## src/pee_pkg.sv

```systemverilog
// shared types and constants of the postfix expression evaluator
`timescale 1ns / 1ps
package pee_pkg;

  localparam int VALUE_W    = 32;
  localparam int SYMBOL_W   = 8;
  localparam int STATUS_W   = 2;
  localparam int IMM_W      = SYMBOL_W + 1;
  localparam int OUT_DATA_W = 40;

  // expression characters
  localparam logic [SYMBOL_W-1:0] SYM_ZERO  = 8'h30;
  localparam logic [SYMBOL_W-1:0] SYM_PLUS  = 8'h2B;
  localparam logic [SYMBOL_W-1:0] SYM_MINUS = 8'h2D;
  localparam logic [SYMBOL_W-1:0] SYM_STAR  = 8'h2A;
  localparam logic [SYMBOL_W-1:0] SYM_SLASH = 8'h2F;

  // status codes
  localparam logic [STATUS_W-1:0] ST_OK        = 2'd0;
  localparam logic [STATUS_W-1:0] ST_UNDERFLOW = 2'd1;
  localparam logic [STATUS_W-1:0] ST_OVERFLOW  = 2'd2;
  localparam logic [STATUS_W-1:0] ST_DIVZERO   = 2'd3;

  typedef enum logic [2:0] {
    OP_PUSH,
    OP_ADD,
    OP_SUB,
    OP_MUL,
    OP_DIV
  } op_t;

  // one classified request passed from front to back
  typedef struct packed {
    op_t                    op;
    logic signed [IMM_W-1:0] imm;
    logic                   last;
  } item_t;

endpackage

```

## src/pee_front.sv

```systemverilog
// front end: accepts characters, classifies them and queues them for the back end
`timescale 1ns / 1ps
module pee_front import pee_pkg::*; (
  input  logic                clk,
  input  logic                rst,
  input  logic                s_tvalid,
  output logic                s_tready,
  input  logic [SYMBOL_W-1:0] s_tdata,
  input  logic                s_tlast,
  output logic                q_valid,
  input  logic                q_ready,
  output item_t               q_item
);

  item_t       q_mem [2];
  logic        wp;
  logic        rp;
  logic [1:0]  fill;
  item_t       cls;
  logic        push;
  logic        pop;

  always_comb begin
    cls.last = s_tlast;
    cls.imm  = $signed({1'b0, s_tdata}) - $signed({1'b0, SYM_ZERO});
    unique case (s_tdata)
      SYM_PLUS:  cls.op = OP_ADD;
      SYM_MINUS: cls.op = OP_SUB;
      SYM_STAR:  cls.op = OP_MUL;
      SYM_SLASH: cls.op = OP_DIV;
      default:   cls.op = OP_PUSH;
    endcase
  end

  assign s_tready = (fill != 2'd2);
  assign q_valid  = (fill != 2'd0);
  assign q_item   = q_mem[rp];
  assign push     = s_tvalid && s_tready;
  assign pop      = q_valid && q_ready;

  always_ff @(posedge clk) begin
    if (push) begin
      q_mem[wp] <= cls;
    end
  end

  always_ff @(posedge clk) begin
    if (rst) begin
      wp   <= 1'b0;
      rp   <= 1'b0;
      fill <= 2'd0;
    end else begin
      if (push) begin
        wp <= ~wp;
      end
      if (pop) begin
        rp <= ~rp;
      end
      fill <= fill + 2'(push) - 2'(pop);
    end
  end

endmodule

```

## src/pee_divider.sv

```systemverilog
// iterative signed divider, one quotient bit per cycle, truncating toward zero
`timescale 1ns / 1ps
module pee_divider import pee_pkg::*; (
  input  logic               clk,
  input  logic               rst,
  input  logic               start,
  input  logic [VALUE_W-1:0] dividend,
  input  logic [VALUE_W-1:0] divisor,
  output logic               done,
  output logic [VALUE_W-1:0] quotient
);

  localparam int CW = $clog2(VALUE_W);

  logic               busy;
  logic [CW-1:0]      cnt;
  logic [VALUE_W-1:0] rem;
  logic [VALUE_W-1:0] quo;
  logic [VALUE_W-1:0] dvs;
  logic               neg;
  logic [VALUE_W:0]   rem_sh;
  logic [VALUE_W:0]   diff;
  logic               na;
  logic               nb;

  assign na       = dividend[VALUE_W-1];
  assign nb       = divisor[VALUE_W-1];
  assign rem_sh   = {rem, quo[VALUE_W-1]};
  assign diff     = rem_sh - {1'b0, dvs};
  assign quotient = neg ? (~quo + VALUE_W'(1)) : quo;

  always_ff @(posedge clk) begin
    if (rst) begin
      busy <= 1'b0;
      done <= 1'b0;
      cnt  <= '0;
    end else begin
      done <= 1'b0;
      if (start) begin
        busy <= 1'b1;
        cnt  <= '0;
      end else if (busy) begin
        cnt <= cnt + CW'(1);
        if (cnt == CW'(VALUE_W - 1)) begin
          busy <= 1'b0;
          done <= 1'b1;
        end
      end
    end
  end

  always_ff @(posedge clk) begin
    if (start) begin
      rem <= '0;
      quo <= na ? (~dividend + VALUE_W'(1)) : dividend;
      dvs <= nb ? (~divisor + VALUE_W'(1)) : divisor;
      neg <= na ^ nb;
    end else if (busy) begin
      if (!diff[VALUE_W]) begin
        rem <= diff[VALUE_W-1:0];
        quo <= {quo[VALUE_W-2:0], 1'b1};
      end else begin
        rem <= rem_sh[VALUE_W-1:0];
        quo <= {quo[VALUE_W-2:0], 1'b0};
      end
    end
  end

endmodule

```

## src/pee_back.sv

```systemverilog
// back end: value stack with cached top, arithmetic and result register
`timescale 1ns / 1ps
module pee_back import pee_pkg::*; #(
  parameter int STACK_DEPTH = 64
) (
  input  logic                  clk,
  input  logic                  rst,
  input  logic                  q_valid,
  output logic                  q_ready,
  input  item_t                 q_item,
  output logic                  m_tvalid,
  input  logic                  m_tready,
  output logic [OUT_DATA_W-1:0] m_tdata
);

  localparam int IDX_W = (STACK_DEPTH > 1) ? $clog2(STACK_DEPTH) : 1;
  localparam int CNT_W = $clog2(STACK_DEPTH + 1);

  localparam logic [1:0] S_IDLE = 2'd0;
  localparam logic [1:0] S_EXEC = 2'd1;
  localparam logic [1:0] S_DIV  = 2'd2;
  localparam logic [1:0] S_EMIT = 2'd3;

  logic [VALUE_W-1:0] stack_mem [STACK_DEPTH];
  logic [VALUE_W-1:0] rd_data;
  logic [IDX_W-1:0]   rd_addr;
  logic [IDX_W-1:0]   wr_addr;
  logic               wr_en;

  logic [1:0]         state;
  logic [CNT_W-1:0]   count;
  logic [STATUS_W-1:0] err;
  logic [VALUE_W-1:0] top;
  logic [VALUE_W-1:0] right_op;
  op_t                op_r;
  logic               last_r;
  logic               two_r;

  logic [VALUE_W-1:0] left_op;
  logic [VALUE_W-1:0] imm_ext;
  logic [CNT_W-1:0]   count_after_op;
  logic               take;
  logic               out_free;
  logic               emit;
  logic               div_start;
  logic               div_done;
  logic [VALUE_W-1:0] div_q;

  function automatic logic [STATUS_W-1:0] flag(input logic [STATUS_W-1:0] cur,
                                               input logic [STATUS_W-1:0] code);
    return (cur == ST_OK) ? code : cur;
  endfunction

  assign q_ready        = (state == S_IDLE);
  assign take           = q_valid && q_ready;
  assign out_free       = !m_tvalid || m_tready;
  assign emit           = (state == S_EMIT) && out_free;
  assign imm_ext        = VALUE_W'(q_item.imm);
  assign left_op        = two_r ? rd_data : '0;
  assign count_after_op = two_r ? (count - CNT_W'(1)) : CNT_W'(1);
  assign rd_addr        = IDX_W'(count - CNT_W'(2));
  assign wr_addr        = IDX_W'(count - CNT_W'(1));
  assign wr_en          = take && (q_item.op == OP_PUSH) && (count != '0)
                          && (count < CNT_W'(STACK_DEPTH));
  assign div_start      = (state == S_EXEC) && (op_r == OP_DIV) && (right_op != '0);

  // stack below the cached top
  always_ff @(posedge clk) begin
    if (wr_en) begin
      stack_mem[wr_addr] <= top;
    end
    rd_data <= stack_mem[rd_addr];
  end

  pee_divider u_div (
    .clk      (clk),
    .rst      (rst),
    .start    (div_start),
    .dividend (left_op),
    .divisor  (right_op),
    .done     (div_done),
    .quotient (div_q)
  );

  always_ff @(posedge clk) begin
    if (rst) begin
      state    <= S_IDLE;
      count    <= '0;
      err      <= ST_OK;
      m_tvalid <= 1'b0;
    end else begin
      if (emit) begin
        m_tvalid <= 1'b1;
      end else if (m_tready) begin
        m_tvalid <= 1'b0;
      end
      unique case (state)
        S_IDLE: begin
          if (take) begin
            op_r   <= q_item.op;
            last_r <= q_item.last;
            if (q_item.op == OP_PUSH) begin
              if (count < CNT_W'(STACK_DEPTH)) begin
                top   <= imm_ext;
                count <= count + CNT_W'(1);
              end else begin
                err <= flag(err, ST_OVERFLOW);
              end
              state <= q_item.last ? S_EMIT : S_IDLE;
            end else begin
              right_op <= (count != '0) ? top : '0;
              two_r    <= (count >= CNT_W'(2));
              if (count < CNT_W'(2)) begin
                err <= flag(err, ST_UNDERFLOW);
              end
              state <= S_EXEC;
            end
          end
        end
        S_EXEC: begin
          unique case (op_r)
            OP_ADD: top <= left_op + right_op;
            OP_SUB: top <= left_op - right_op;
            OP_MUL: top <= VALUE_W'(left_op * right_op);
            default: begin
              if (right_op == '0) begin
                top <= '0;
                err <= flag(err, ST_DIVZERO);
              end
            end
          endcase
          if (div_start) begin
            state <= S_DIV;
          end else begin
            count <= count_after_op;
            state <= last_r ? S_EMIT : S_IDLE;
          end
        end
        S_DIV: begin
          if (div_done) begin
            top   <= div_q;
            count <= count_after_op;
            state <= last_r ? S_EMIT : S_IDLE;
          end
        end
        S_EMIT: begin
          if (emit) begin
            m_tdata  <= {(OUT_DATA_W - VALUE_W - STATUS_W)'(0),
                         (count == '0) ? flag(err, ST_UNDERFLOW) : err,
                         (count == '0) ? '0 : top};
            count    <= '0;
            err      <= ST_OK;
            state    <= S_IDLE;
          end
        end
        default: state <= S_IDLE;
      endcase
    end
  end

endmodule

```

## src/postfix_expression_evaluator_top.sv

```systemverilog
// top level of the postfix expression evaluator
`timescale 1ns / 1ps
// Evaluates a postfix expression sent one character per request on the slave
// side; the character marked with tlast closes the expression and yields one
// result request on the master side carrying the popped top value and the
// first error seen (ok, stack underflow, stack overflow, divide by zero),
// after which the stack and status are cleared. A front end classifies each
// character into a two-entry queue, so input keeps flowing while the back end
// works. In the back end an operand is taken in the idle state; +, - and *
// also pass through an execute state, as the operand below the cached top is
// read from the stack memory; / with a nonzero divisor then waits in a divide
// state for the iterative divider, which produces one quotient bit per cycle;
// a closing character passes through an emit state that loads the result
// register, waiting there while the previous result is not taken. The stack
// memory needs no clearing pass after reset: entries are only used once written.
module postfix_expression_evaluator_top import pee_pkg::*; #(
  parameter int STACK_DEPTH = 64
) (
  input  logic                  clk,
  input  logic                  rst,
  // expression characters in
  input  logic                  s_tvalid,
  output logic                  s_tready,
  input  logic [SYMBOL_W-1:0]   s_tdata,   // [7:0] symbol
  input  logic                  s_tlast,   // last character of the expression
  // results out
  output logic                  m_tvalid,
  input  logic                  m_tready,
  output logic [OUT_DATA_W-1:0] m_tdata    // [31:0] value, [33:32] status, rest zero
);

  // queue between front and back
  logic  q_valid;
  logic  q_ready;
  item_t q_item;

  pee_front u_front (
    .clk      (clk),
    .rst      (rst),
    .s_tvalid (s_tvalid),
    .s_tready (s_tready),
    .s_tdata  (s_tdata),
    .s_tlast  (s_tlast),
    .q_valid  (q_valid),
    .q_ready  (q_ready),
    .q_item   (q_item)
  );

  // stack engine, arithmetic and result register
  pee_back #(
    .STACK_DEPTH (STACK_DEPTH)
  ) u_back (
    .clk      (clk),
    .rst      (rst),
    .q_valid  (q_valid),
    .q_ready  (q_ready),
    .q_item   (q_item),
    .m_tvalid (m_tvalid),
    .m_tready (m_tready),
    .m_tdata  (m_tdata)
  );

endmodule

```

## config.mk

```make
export PLATFORM = sky130hd
export DESIGN_NAME = postfix_expression_evaluator_top
export DESIGN_NICKNAME = d
export VERILOG_FILES = /design/src/pee_pkg.sv /design/src/pee_front.sv /design/src/pee_divider.sv /design/src/pee_back.sv /design/src/postfix_expression_evaluator_top.sv
export SDC_FILE = /design/constraint.sdc
export NUM_CORES = 2
export LEC_CHECK = 0
export ABC_AREA = 1
export BUFFER_PORTS_ARGS = -buffer_cell sky130_fd_sc_hd__buf_2
export CORE_ASPECT_RATIO = 0.8
export CORE_MARGIN = 4
export CORE_UTILIZATION = 40
export DETAILED_ROUTE_END_ITERATION = 8
export PLACE_DENSITY = 0.63
export SLEW_MARGIN = 15
export SYNTH_ARGS = -nofsm -noshare
export SYNTH_HDL_FRONTEND = slang
export SYNTH_SLANG_ARGS = --single-unit
```

## constraint.sdc

```tcl
create_clock -name clk -period 10.1 [get_ports clk]
set_input_delay 2.02 -clock clk [delete_from_list [all_inputs] [get_ports clk]]
set_output_delay 2.02 -clock clk [all_outputs]
set_load 0.02 [all_outputs]
```

Word-level counts from Yosys, hierarchy flattened
Memories as Yosys holds them, arrays and structs flattened. A register that Yosys moved wholly into a read port is not among the register bits. Index checks and enable logic that the tools add are counted.

Add/subtract/negate cells: 13. Multiply operators: 1. Magnitude comparators: 3. Eq/ne operators: 26. Mux-type cells: 55. Bitwise logic cells: 9. Reduce and logical (&&, ||, !) cells: 32.

Operators with widths (count): 32-bit two-way mux (11); 32-bit case mux with 3 select lines (2); 32-bit by 1-bit adder with 32-bit output, second input constant (3); 32-bit inverter (3); 7-bit two-way mux (7); 2-bit two-way mux (17); 33-bit by 32-bit subtractor with 33-bit output (1); 32-bit adder (1); 8-bit by 6-bit equality test with 1-bit output, second input constant (4); 32-bit zero test (1); 32-bit by 32-bit multiplier with 32-bit output (1); 32-bit nonzero test (1); 32-bit subtractor (1); 31-bit two-way mux (1); 7-bit case mux with 4 select lines (1); 2-bit != test, second input constant (9); 1-bit two-way mux (13); 3-bit case mux with 4 select lines (1); 3-bit != test, second input constant (3); 3-bit AND reduction (3); 9-bit AND reduction (1); 8-bit by 6-bit subtractor with 9-bit output, second input constant (1); 1-bit logical AND (8); 2-bit case mux with 4 select lines (1); other kinds (33) (44).

Register bits: 223. RAM bits: 2074. Output and inout port bits: 42. Word-level logic and storage cells: 163. Memories kept: 2.

Memory list: u_back.stack_mem (words 64, bits a word 32, rd ports 1, clocked after memory_dff 1, write ports 1, line pee_back.sv:24) `logic [VALUE_W-1:0] stack_mem [STACK_DEPTH];`; u_front.q_mem (words 2, bits a word 13, rd ports 1, clocked after memory_dff 1, write ports 1, line pee_front.sv:15) `item_t q_mem [2];`.

Depth between registers and ports, before layout
Depth after elaboration: 7. Mapped depth: 40. Gate-level depth less buffers: 35.

Hierarchy
From an unflattened synthesis, not the netlist that was laid out.

Cell total of the unflattened synthesis: 10523. Area, all modules: 114577.4 um2.

By module, submodules not included: pee_back (instances 1, cells each 8971, area an instance 103994.7 um2, seq. area each 65472.8 um2); pee_divider (instances 1, cells each 1455, area an instance 9223.8 um2, seq. area each 2732.6 um2); pee_front (instances 1, cells each 97, area an instance 1358.8 um2, seq. area each 880.8 um2).

Worst setup path before layout
OpenSTA, ideal clock, no wires.

Path kind: register to register. Start point: register u_back.two_r. End point: register u_back.top[28], data pin. Library setup time: 0.264 ns. Arrival: 6.889 ns. Required time: 9.836 ns. Path slack: 2.947 ns. Stages on the path, launching flop included: 33. Path buffers: 4. Path through: edfxtp_1 -> buf_6 -> buf_6 -> buf_6 -> nand2_1 -> clkbuf_1 -> nor2_1 -> fa_1 -> fa_1 -> fa_1 -> inv_1 -> fa_1 -> inv_1 -> fa_1 -> inv_1 -> fa_1 -> inv_1 -> fa_1 -> fa_1 -> ha_1 -> nand2_1 -> nor3_1 -> nand4_1 -> nand3_1 -> nand2_1 -> nand2_1 -> inv_1 -> o21bai_1 -> a21oi_1 -> o21ai_0 -> a21oi_1 -> o21ai_0 -> nand2_1.

Cells in the longest elaborated chain, start to end: 4. Elaborated cells between the ends (all ways): 6. Those cells by class: add/sub (2); mul (1); mux (3).

Ends and longest elaborated chain: start: declaration (line pee_back.sv:37) `logic two_r;`; start signal: assignment (line pee_back.sv:112) `two_r <= (count >= CNT_W'(2));`; 32-bit two-way mux (*) (line pee_back.sv:59) `assign left_op = two_r ? rd_data : '0;`; 32-bit by 32-bit multiplier with 32-bit output, or another cell as far along (line pee_back.sv:124) `OP_MUL: top <= VALUE_W'(left_op * right_op);`; 32-bit case mux with 3 select lines (*) (line pee_back.sv:121) `unique case (op_r)`; 32-bit case mux with 3 select lines (*) (line pee_back.sv:97) `unique case (state)`; end signal: assignment (line pee_back.sv:122) `OP_ADD: top <= left_op + right_op;`; end signal: assignment (line pee_back.sv:123) `OP_SUB: top <= left_op - right_op;`; end signal: assignment (line pee_back.sv:124); end: declaration (line pee_back.sv:33) `logic [VALUE_W-1:0] top;`.

Mark *: on every way between the ends. The rest lies on a longest branch, timed or not. A chain may end at the register's enable or synchronous reset.

Worst setup path in the final report
Ends and elaborated chain as after synthesis.

==> reports/qor.csv <==
metric,value,unit
status,"finished, violations left",
violated checks,"design-rule violations, max-capacitance violations",
CP peak stage delay,1.01,ns
Bufs and invs on worst path,8,
final setup fails,0,
I/O Buffers,48,
total CTS buffers,229,
Post-synth EDFFs,2242,
GR Util met3,7.00,%
"top cells by area, synth","edfxtp_1, fa_1, o21ai_0",
crit path max fanout,18,
share of cells above drive strength 1,7.39,%
DRC Markers,2,
instance count on the critical path,31,
Reg2Reg Setup Slack,1.02,ns
ys async rst share,0,%
clk sink count,2330,
Final min period,9.08,ns
cell class contributing the biggest share of worst-path delay,adder cells,
CP Launch Type,flip-flop,
skew final,0.121,ns
kind of end point of the critical path,flip-flop,
Most common cell on crit path,fa_1,
hold_buf cts,0,
Yosys cell types,66,
GP Congestion,0.985,
core area,281000,um2
initial antenna violation count,38,
die area,291000,um2
Clock Latency Late Sink,0.93,ns
largest net degree at the start of global routing,189,
maximum achievable frequency,0.110,GHz
cell count after synthesis,10162,
routed vias/inst,5.87,
Clock Path Buffers,4,
"Seq/Total Area, Yosys",61.2,%
hold path depth,1,
GRT Util Overall,25.4,%
DRT antenna net count,0,
layer with the highest usage,met1,
number of max-cap violations,1,
first-pass GRT wire length,545000,um
post-synth top area share,59.7,%
CTS tree,built,
grt met1 use,37.8,%
Worst Hold Class,flip-flop to flip-flop,
Starting Density,40.2,%
Clock Pin Slew Worst Setup and Hold Paths,0.07,ns
# H-tree levels,4,
yosys warns,0,
CTS resizes,0,
total vias in the final route,81746,
Synth-to-Final Area Change,11.0,%
final period utilization,89.9,%
R2R cell count,31,
Congestion Overflow GR,0,
WP data required,10.72,ns
wire length per cell,27.3,um
Die H,483,um
Synth Flop Type,edfxtp_1,
Root Buffer,clkbuf_16,
RSZ-0062 raised after global routing,false,
Avg Inst Size Synth,11.1,um2
drt initial violations,11810,
final WL,381000,um
Final Max Slew Viols,0,
cell accounting for the most synthesized area,edfxtp_1,
Slowest cell on crit path,edfxtp_1,
Worst EP arrival,9.70,ns
Worst-Margin Slew,1.47,ns
I/O pins,55,
#FFs+latches synth,2330,
Die X-Extent,602,um
hpwl dp,233000,um
"most common cell after layout, fill and taps aside",edfxtp_1,
DR pass1 iterations,9,
Row Count,174,
Setup CP Type,flip-flop to flip-flop,
Post-CTS Repair Setup Buffers,0,
mapped cell area,113000,um2
Global Route met2 Usage,36.7,%
nets@finish,10677,
total negative slack,0,ns
endpoints failing hold,0,
max_slew headroom,0.842,%
highest-count cells in the layout ignoring fill and taps,"edfxtp_1, nor2_1, o21ai_0, nand2_1, inv_1",
vias in the first global route,77296,
==> sequential cells by signal (all words and copies together) (netlist names), 2 cells and up, named ones only <==
name,count
u_back.count,7
u_back.err,2
u_back.m_tdata,34
u_back.op_r,3
u_back.rd_data,32
u_back.right_op,32
u_back.stack_mem,2048
u_back.state,2
u_back.top,32
u_back.u_div.cnt,5
u_back.u_div.dvs,32
u_back.u_div.quo,32
u_back.u_div.rem,32
u_front.fill,2
u_front.q_mem,26
==> cell families (layout without fill, tap and decap cells) <==
group	after synthesis	after routing	synth area share (%)
muxes	8	8	0.0765
adders and majority gates	617	617	9.57
DFF	2330	2330	61.2
xor gates and xnor gates	98	98	0.761
other	1	14	0.00332
buffers and inverters	1379	1443	4.72
AOI/OAI and AO/OA	2566	2566	12.5
and+or+nand+nor	3163	3163	11.1
==> area by class of cell <==
type | instances | area [um2]
sequential | 2330 | 69100
tap | 3696 | 4620
clock buffer | 284 | 6110
clock inverter | 131 | 1440
antenna | 8 | 20.0
fill | 25582 | 156000
inverter | 764 | 2900
multi-input combinational | 6458 | 39000
timing repair buffer | 264 | 2020
==> metrics by stage <==
step           hold slack [ns]  util, %  cells  instance area [um2]  worst slack (ns)
6_report                 0.453     44.6  13935               125000              1.02
5_1_grt                  0.500     44.6  13928               125000             0.703
4_1_cts                  0.459     44.6  13926               125000              1.23
3_5_place_dp             0.447     41.9  13511               118000              1.26
3_3_place_gp             0.436     41.9  13511               118000              1.29
2_1_floorplan            0.426        -  10167               113000              2.95
==> cells in the mapped netlist (all sizes together) (23+ instances only) <==
cell type / number
clkbuf: 512
ha: 207
xor2: 72
dfxtp: 88
nand4: 23
inv: 750
nor3: 63
o32ai: 57
fa: 410
buf: 103
edfxtp: 2242
xnor2: 26
o21ai: 1585
nand2: 890
nand3: 131
a21oi: 207
o22ai: 606
nor2: 2018
==> layer usage <==
layer | vias to the layer above | part of all wire [%]
li1 | 35401 | -
met1 | 40954 | 43
met2 | 4790 | 42
met3 | 589 | 13
met4 | 12 | 2.8
met5 | - | 0.018
==> path summary, 6_finish.rpt <==
kind | to | from
max reg2reg | u_back.top[28]$_DFFE_PP_ | u_back.two_r$_DFFE_PP_
min | u_front.rp$_SDFFE_PP0P_ | u_front.rp$_SDFFE_PP0P_
min reg2reg | u_front.rp$_SDFFE_PP0P_ | u_front.rp$_SDFFE_PP0P_
max | u_back.top[28]$_DFFE_PP_ | u_back.two_r$_DFFE_PP_
Power is left out: the tool's default activity adds up to more than one toggle a clock period on the data nets, which glitch-free logic cannot reach.
